### config.mk
export PLATFORM = sky130hd
export DESIGN_NAME = depq_cell
export DESIGN_NICKNAME = d
export VERILOG_FILES = /design/src/design/depq_pkg.sv /design/src/design/depq_cell.sv
export SDC_FILE = /design/constraint.sdc
export NUM_CORES = 1
export LEC_CHECK = 0
export ABC_AREA = 1
export BUFFER_PORTS_ARGS = -buffer_cell sky130_fd_sc_hd__buf_4
export CELL_PAD_IN_SITES_DETAIL_PLACEMENT = 1
export CELL_PAD_IN_SITES_GLOBAL_PLACEMENT = 1
export CORE_UTILIZATION = 30
export DETAILED_ROUTE_END_ITERATION = 16
export GPL_TIMING_DRIVEN = 0
export HOLD_SLACK_MARGIN = 0.06
export PLACE_DENSITY = 0.83
export SYNTH_ARGS = -nofsm -noshare
export SYNTH_HDL_FRONTEND = slang
export SYNTH_SLANG_ARGS = --single-unit
### constraint.sdc
create_clock -name i_clk -period 3.9 [get_ports i_clk]
set_input_delay 0.78 -clock i_clk [delete_from_list [all_inputs] [get_ports i_clk]]
set_output_delay 0.78 -clock i_clk [all_outputs]
set_load 0.02 [all_outputs]
### src/design/depq_pkg.sv
// ----------------------------------------------------------------------------
// Double-ended priority queue package
// Widths, operation and status codes, and the per-cell command type.
// ----------------------------------------------------------------------------
`timescale 1ns / 1ps

package depq_pkg;

    localparam int CAPACITY_DEF = 1024;
    localparam int DATA_W       = 32;
    localparam int FUNC_W       = 2;
    localparam int STATUS_W     = 2;
    localparam int TOTAL_W      = 11;
    // is_empty, min_value, max_value, live_total packed, rounded to whole bytes.
    localparam int RES_BITS     = 1 + DATA_W + DATA_W + TOTAL_W;
    localparam int RES_W        = ((RES_BITS + 7) / 8) * 8;

    localparam logic [FUNC_W-1:0] FN_INSERT  = 2'd0;
    localparam logic [FUNC_W-1:0] FN_POP_MAX = 2'd1;
    localparam logic [FUNC_W-1:0] FN_POP_MIN = 2'd2;

    localparam logic [STATUS_W-1:0] ST_DONE  = 2'd0;
    localparam logic [STATUS_W-1:0] ST_FULL  = 2'd1;
    localparam logic [STATUS_W-1:0] ST_EMPTY = 2'd2;

    localparam logic signed [DATA_W-1:0] NO_VALUE = '1;

    typedef struct packed {
        logic ins;
        logic pop_min;
        logic pop_max;
    } t_cell_op;

endpackage

### src/design/depq_cell.sv
// ----------------------------------------------------------------------------
// Queue cell
// Holds the i-th smallest and the i-th largest live value and trades them
// with its neighbors on insert and removal.
// ----------------------------------------------------------------------------
`timescale 1ns / 1ps

module depq_cell (
    input  logic                                   i_clk,
    input  depq_pkg::t_cell_op                     i_op,
    input  logic signed [depq_pkg::DATA_W-1:0]     i_value,
    input  logic                                   i_live,
    input  logic signed [depq_pkg::DATA_W-1:0]     i_left_lo,
    input  logic                                   i_left_le,
    input  logic signed [depq_pkg::DATA_W-1:0]     i_left_hi,
    input  logic                                   i_left_ge,
    input  logic signed [depq_pkg::DATA_W-1:0]     i_right_lo,
    input  logic signed [depq_pkg::DATA_W-1:0]     i_right_hi,
    output logic signed [depq_pkg::DATA_W-1:0]     o_lo,
    output logic signed [depq_pkg::DATA_W-1:0]     o_hi,
    output logic                                   o_lo_le,
    output logic                                   o_hi_ge
);

    logic signed [depq_pkg::DATA_W-1:0] r_lo;
    logic signed [depq_pkg::DATA_W-1:0] r_hi;
    logic signed [depq_pkg::DATA_W-1:0] n_lo;
    logic signed [depq_pkg::DATA_W-1:0] n_hi;

    assign o_lo    = r_lo;
    assign o_hi    = r_hi;
    assign o_lo_le = (r_lo <= i_value);
    assign o_hi_ge = (r_hi >= i_value);

    // The ascending row keeps its value while it is not above the new one;
    // otherwise the first such cell takes the new value and the rest shift up.
    always_comb begin
        n_lo = r_lo;
        if (i_op.ins) begin
            if (i_live && o_lo_le) begin
                n_lo = r_lo;
            end else if (i_left_le) begin
                n_lo = i_value;
            end else begin
                n_lo = i_left_lo;
            end
        end else if (i_op.pop_min) begin
            n_lo = i_right_lo;
        end
    end

    // The descending row mirrors the ascending one.
    always_comb begin
        n_hi = r_hi;
        if (i_op.ins) begin
            if (i_live && o_hi_ge) begin
                n_hi = r_hi;
            end else if (i_left_ge) begin
                n_hi = i_value;
            end else begin
                n_hi = i_left_hi;
            end
        end else if (i_op.pop_max) begin
            n_hi = i_right_hi;
        end
    end

    always_ff @(posedge i_clk) begin
        r_lo <= n_lo;
        r_hi <= n_hi;
    end

endmodule

==> results of run 1 <==
## routing by layer
metal / part of all wire / GRT usage / vias up
li1: - / - / 2569
met1: 0.42 / 0.284 / 2459
met2: 0.50 / 0.409 / 156
met3: 0.050 / 0.0388 / 36
met4: 0.031 / 0.112 / 0
met5: 0 / 0 / -
## final timing paths
check	slack, ns	depth (start not counted)	end	from
worst max-delay path	0.70	12	o_lo_le	i_value[15]
worst max register to register	1.14	11	o_hi[13]$_DFFE_PP_	o_hi[27]$_DFFE_PP_
worst min register to register	1.13	4	o_hi[29]$_DFFE_PP_	o_hi[31]$_DFFE_PP_
worst min-delay path	0.78	3	o_hi[20]$_DFFE_PP_	i_right_hi[20]
## logic make-up (layout without fill, tap and decap cells)
logic type / count (synthesis) / in the layout / synth area share
buffers and inverters: 81 / 325 / 0.0636
adders and majority gates: 64 / 64 / 0.165
AOI/OAI and AO/OA: 104 / 104 / 0.127
and+or+nand+nor: 301 / 301 / 0.249
DFF: 64 / 64 / 0.395
## through the flow
stage | total power, mW | setup TNS (ns)
2_1_floorplan | 1.37 | 0
4_1_cts | 2.52 | 0
6_report | 2.50 | 0
3_3_place_gp | 1.76 | -16.77
3_5_place_dp | 1.80 | 0
5_1_grt | 2.63 | 0
## state kept, by name, indices dropped and copies added (netlist names)
| register | cells |
|---|---|
| o_hi | 32 |
| o_lo | 32 |
## layout make-up
| class | count | area, um2 | area share |
|---|---|---|---|
| multi-input cells | 469 | 2650 | 0.370 |
| flip-flops and latches | 64 | 1920 | 0.268 |
| repair buffers | 231 | 1770 | 0.247 |
| well taps | 216 | 270 | 0.0377 |
| clock buffers | 10 | 229 | 0.0320 |
| inverters | 52 | 195 | 0.0273 |
| plain buffers | 29 | 114 | 0.0159 |
| clock inverters | 3 | 12.5 | 0.00175 |
## report_power, final
group | switching, mW | total, mW | internal (mW)
clock | 0.298 | 0.712 | 0.414
combinational | 0.491 | 0.869 | 0.378
sequential | 0.0528 | 0.919 | 0.866
total | 0.842 | 2.50 | 1.66
## placed cells by master (no fill, tap or decap), types with 2 or more instances in the layout
master       n
nand2_2      3
edfxtp_1    64
ha_1        64
a31oi_1     64
o21a_1       4
nor2_1      81
a21oi_1     28
nand2_1    200
nand4_1      5
a21o_1       2
nand3_1      3
buf_4      229
clkbuf_16    9
nor2_2       2
inv_1       52
nand3_2      4
o21ai_0      4
a21oi_4      2
clkinv_1     2
buf_2        4
clkbuf_1    25
## worst max-delay path, cell delays in order
cell	delay [ns]
buf_4	0.10
inv_1	0.06
ha_1	0.30
a21oi_1	0.15
o21ai_0	0.11
a21oi_1	0.26
nand2_1	0.12
nand2_1	0.11
nand2_1	0.06
nand2_1	0.07
nand3_2	0.10
buf_4	0.18
==> flow_summary.json, run 1 <==
{
  "final-hold-violation-count": 0,
  "die_h_um": 129,
  "area_delta_synth_final_pct": 47.2,
  "postCtsSetupBuffers": 0,
  "synth-edff-count": 64,
  "critPathMaxFanout": 3,
  "hp-class": "primary input to flip-flop",
  "synth_common_cells": "nand2_1, nor2_1, a31oi_1, edfxtp_1, ha_1",
  "drive_gt1_frac": 0.301,
  "ios": 233,
  "layout_setup_ws_ns": 0.703,
  "vias": 5220,
  "max_freq_ghz": 0.313,
  "place_congestion": 0.822,
  "worstSetupPathType": "primary input to output pin",
  "fin_crit_sh": 0.820,
  "grt_usage": 0.236,
  "yosysMostFrequentCell": "nand2_1",
  "synth_flop_cell": "edfxtp_1",
  "drtAntennaViolNets": 0,
  "clock_latency_ns": 0.34,
  "hold_ws_ns": 0.784,
  "cts_max_level": 3,
  "fin_util": 0.452,
  "placed_cell_area_mm2": 0.00692,
  "io_buffers": 229,
  "design_area_mm2": 0.00716,
  "clk_pin_slew_ns": 0.05,
  "synthTopCellsByArea": "edfxtp_1, ha_1, nand2_1, a31oi_1, nor2_1",
  "die_area_mm2": 0.0167,
  "start_util": 0.307,
  "cp-start-kind": "primary input",
  "grt_pass1_vias": 5402,
  "antenna_found_initial": 0,
  "numCtsBuffers": 9,
  "ys_types": 22,
  "dieWidth_um": 129,
  "rsz0062_at_grt": "false",
  "wl_per_cell_um": 18.1,
  "slew-limit-headroom": 0.531,
  "ys_seq_elements": 64,
  "syn_inst": 614,
  "dpl.hpwl_mm": 15.9,
  "cts_num_sinks": 64,
  "crit_required_ns": 3.12,
  "cts-root-buf": "clkbuf_16",
  "cts_tree": "yes",
  "endpoint_kind": "output pin",
  "drc": 0,
  "period_minus_slack_ns": 3.20,
  "drt-initial-drc-count": 175,
  "power_leakage_nw": 3.51,
  "hold_buffers": 0,
  "drtPass1Iterations": 4,
  "synth_top_area_share": 0.395,
  "grt_pass1_wl_mm": 29.0,
  "clockBufferDepth": 2,
  "antenna_cells": 0,
  "syn_area_per_cell_um2": 7.92,
  "placed_cells": 1061,
  "tightest_slew_ns": 0.704,
  "grt_max_degree": 23,
  "core-area_mm2": 0.0158,
  "synth_top_cell_by_area": "edfxtp_1",
  "rows": 46,
  "status": "completed",
  "ys_seq_area_frac": 0.395,
  "peakVddDrop_mv": 0.190,
  "via_per_inst": 4.86,
  "fin_nets": 1087,
  "nFillCells": 1970,
  "routed_wl_mm": 19.5,
  "cap_violations": 0,
  "stdcell_count": 1074,
  "async_reset_ff_frac": 0,
  "p_per_area_mw_per_mm2": 349,
  "crit_arrival_ns": 2.42,
  "cts_resized": 0,
  "report.final.slew_viol_count": 0,
  "grt_remaining_overflow": 0,
  "netlist_area_mm2": 0.00486,
  "syn-num-nets": 845,
  "setup_viol": 0,
  "place_ws_ns": 0.571,
  "yosysWarningCount": 0,
  "clock-skew-final_ns": 0.00565
}
Power figures use the tool's default switching activity.
==> run 2: changes to the inputs <==
--- a/config.mk
+++ b/config.mk
@@ -5,15 +5,15 @@
 export SDC_FILE = /design/constraint.sdc
 export NUM_CORES = 1
 export LEC_CHECK = 0
-export ABC_AREA = 1
+export ABC_AREA = 0
 export BUFFER_PORTS_ARGS = -buffer_cell sky130_fd_sc_hd__buf_4
 export CELL_PAD_IN_SITES_DETAIL_PLACEMENT = 1
 export CELL_PAD_IN_SITES_GLOBAL_PLACEMENT = 1
-export CORE_UTILIZATION = 30
+export CORE_UTILIZATION = 34
 export DETAILED_ROUTE_END_ITERATION = 16
 export GPL_TIMING_DRIVEN = 0
 export HOLD_SLACK_MARGIN = 0.06
-export PLACE_DENSITY = 0.83
+export PLACE_DENSITY = 0.86
 export SYNTH_ARGS = -nofsm -noshare
 export SYNTH_HDL_FRONTEND = slang
 export SYNTH_SLANG_ARGS = --single-unit
==> constraint.sdc (replaced) <==
create_clock -name i_clk -period 3.3 [get_ports i_clk]
set_input_delay 0.66 -clock i_clk [delete_from_list [all_inputs] [get_ports i_clk]]
set_output_delay 0.66 -clock i_clk [all_outputs]
set_load 0.02 [all_outputs]
==> run 2 against run 1 <==
- the run now ends with negative setup slack left
- total power rose by 19%
- via count fell by 6.3%
- combinational power rose by 20%
- clock-buffer cell count did not move
- critical path depth fell by 2
- first-iteration DRC count rose by 9.1%
- largest power group unchanged
- sequential power rose by 19%
- non-clock buffer count fell by 1
- highest routed layer unchanged
- critical path type unchanged
- final cell count fell by 15%
- die area fell by 13%
- clock power rose by 19%
==> flow_summary.json, run 2 <==
{
  "period_minus_slack_ns": 3.31,
  "grt_util_met1": 0.291,
  "min-delay-start": "i_right_lo[23]",
  "layout_commonest_cell": "buf_4",
  "clock_latency_ns": 0.34,
  "async_reset_ff_frac": 0,
  "core-area_mm2": 0.0135,
  "cts_tree": "yes",
  "power_leakage_nw": 3.42,
  "grt_usage": 0.255,
  "endpoint_kind": "output pin",
  "crit_arrival_ns": 2.65,
  "yosysWarningCount": 0,
  "numCtsBuffers": 9,
  "cap_violations": 0,
  "rsz0062_at_grt": "true",
  "place_ws_ns": -0.750,
  "tightest_slew_ns": 0.864,
  "drc": 0,
  "grt_pass1_vias": 5339,
  "drtAntennaViolNets": 0,
  "dpl.hpwl_mm": 14.7,
  "synth_compound_area_frac": 0.141,
  "p_per_area_mw_per_mm2": 409,
  "peakVddDrop_mv": 0.223,
  "hp-class": "primary input to flip-flop",
  "grt_pass1_wl_mm": 28.0,
  "report.final.slew_viol_count": 0,
  "grt_remaining_overflow": 0,
  "r2r-end": "o_hi[6]$_DFFE_PP_",
  "yosys-mux-area-fraction": 0.135,
  "violations": "negative setup slack",
  "rows": 42,
  "fin_nets": 963,
  "clockBufferDepth": 2,
  "cts-root-buf": "clkbuf_16",
  "cts_max_level": 3,
  "place_congestion": 0.825,
  "clock-skew-final_ns": 0.00529,
  "ys_seq_elements": 64,
  "syn-num-nets": 715,
  "synth-edff-count": 64,
  "drtPass1Iterations": 4,
  "ys_types": 30,
  "layout_setup_ws_ns": -0.0113,
  "min_path_cells": 3,
  "seqCellArea_mm2": 0.00192,
  "met3_usage": 0.0443,
  "ys_seq_area_frac": 0.404,
  "die_h_um": 120,
  "reg2reg_from": "o_hi[13]$_DFFE_PP_",
  "syn_inst": 484,
  "slew-limit-headroom": 0.409,
  "syn_area_per_cell_um2": 9.83,
  "synth_top_area_share": 0.404,
  "layout_common_cells": "buf_4, a21oi_1, nor2_1",
  "vias": 4893,
  "die_area_mm2": 0.0145,
  "grt_max_degree": 21,
  "synthAdderAreaFrac": 0.168,
  "antenna_cells": 0,
  "cts_num_sinks": 64,
  "routed_wl_mm": 18.7,
  "fin_crit_sh": 1.00,
  "synth_flop_cell": "edfxtp_1",
  "synth_top_cell_by_area": "edfxtp_1",
  "synth_common_cells": "a21oi_1, nor2_1, edfxtp_1, ha_1, mux2i_1",
  "cp-start-kind": "primary input",
  "crit_required_ns": 2.64,
  "yosysMostFrequentCell": "a21oi_1",
  "rr_worst_depth": 8,
  "hold_end": "o_lo[23]$_DFFE_PP_",
  "grt_busiest_layer": "met2",
  "synth-simple-area-share": 0.107,
  "netlist_area_mm2": 0.00476,
  "worstSetupPathType": "primary input to output pin",
  "dieWidth_um": 120,
  "area_delta_synth_final_pct": 52.9,
  "clk_pin_slew_ns": 0.06,
  "antenna_found_initial": 0,
  "critPathMaxFanout": 3,
  "synthXorXnorAreaFrac": 0,
  "via_per_inst": 5.37,
  "nFillCells": 1539,
  "reg2reg_slack_ns": 0.09,
  "final-hold-violation-count": 0,
  "max_freq_ghz": 0.302,
  "drive_gt1_frac": 0.378,
  "synth_top_family_by_area": "adder cells",
  "p_total_mw": 2.98,
  "synthTopCellsByArea": "edfxtp_1, ha_1, mux2i_1, a21oi_1, nor2_1",
  "hold_buffers": 0,
  "setup_viol": 1,
  "start_util": 0.354,
  "ios": 233,
  "io_buffers": 229,
  "met2_usage": 0.472,
  "multiInputGateArea_mm2": 0.00286,
  "status": "finished with violations",
  "wl_per_cell_um": 20.5,
  "drt-initial-drc-count": 191
}
-- run 2: cell types whose count changed in the layout (fill, tap and decap cells not counted), moves of 13 or more --
cell and delta:
a21oi_1 +59, a31oi_1 -64, inv_1 -25, mux2i_1 +64
nand2_1 -187, nor2_1 -13
-- run 2: cells by family after synthesis --
group / Yosys count
compound gates: 120
fa+ha+maj: 64
buf+inv: 57
flops: 64
simple gates: 115
mux: 64
-- run 2: final cells by class --
type,instances,area share
plain buffers,23,0.0119
clock buffers,10,0.0315
clock inverters,5,0.00344
inverters,34,0.0182
multi-input cells,364,0.394
flip-flops and latches,64,0.264
well taps,176,0.0303
repair buffers,236,0.247
-- run 2: how the worst max path moves through the flow --
stage / from / cells after the start / slack, ns / endpoint
after global routing: i_value[6] / 10 / -0.06 / o_hi_ge
after detailed placement: i_value[13] / 9 / -0.75 / o_hi[19]$_DFFE_PP_
after global placement: i_value[15] / 8 / -1.01 / o_lo[1]$_DFFE_PP_
after floorplan: i_value[14] / 8 / 0.005 / o_hi[0]$_DFFE_PP_
final: i_value[5] / 10 / -0.01 / o_hi_ge
after CTS: o_hi[13]$_DFFE_PP_ / 8 / 0.003 / o_hi_ge
-- run 2: report_power, final --
part           total, mW  switching, mW  internal [mW]
registers           1.09         0.0683           1.02
logic               1.04          0.557          0.483
clock network      0.847          0.351          0.496
-- run 2: metrics by stage --
stage	hold slack (ns)	cell area, um2	setup TNS (ns)	util	cells
after detailed placement	0.989	6750	-29.87	0.502	890
after global routing	0.653	7270	-0.0696	0.541	912
after floorplan	0.886	4780	0	-	484
after global placement	0.979	6720	-53.75	0.499	889
final	0.642	7270	-0.0113	0.541	912
after CTS	0.638	7160	0	0.532	911
-- run 2: layer usage --
| metal | part of all wire | wire (um) | up-vias |
|---|---|---|---|
| met2 | 0.52 | 9780 | 174 |
| met3 | 0.054 | 1010 | 29 |
| met1 | 0.40 | 7460 | 2391 |
| li1 | - | - | 2299 |
| met5 | 0 | 0 | - |
| met4 | 0.024 | 448 | 0 |
-- run 2: timing repair --
item | 4_1_cts | 5_1_grt
endpoints found under the setup margin | 34 | 22
buffers inserted | 5 | 1
gates cloned | 1 | 0
resized for setup | 17 | 19
pin swaps | 9 | 10
-- run 2: critical path: stages --
cell	delay [ns]
buf_4	0.13
inv_2	0.08
ha_4	0.22
a21oi_4	0.12
o21ai_2	0.08
a221o_1	0.35
o31a_1	0.33
or3_4	0.34
and2_2	0.20
buf_6	0.13
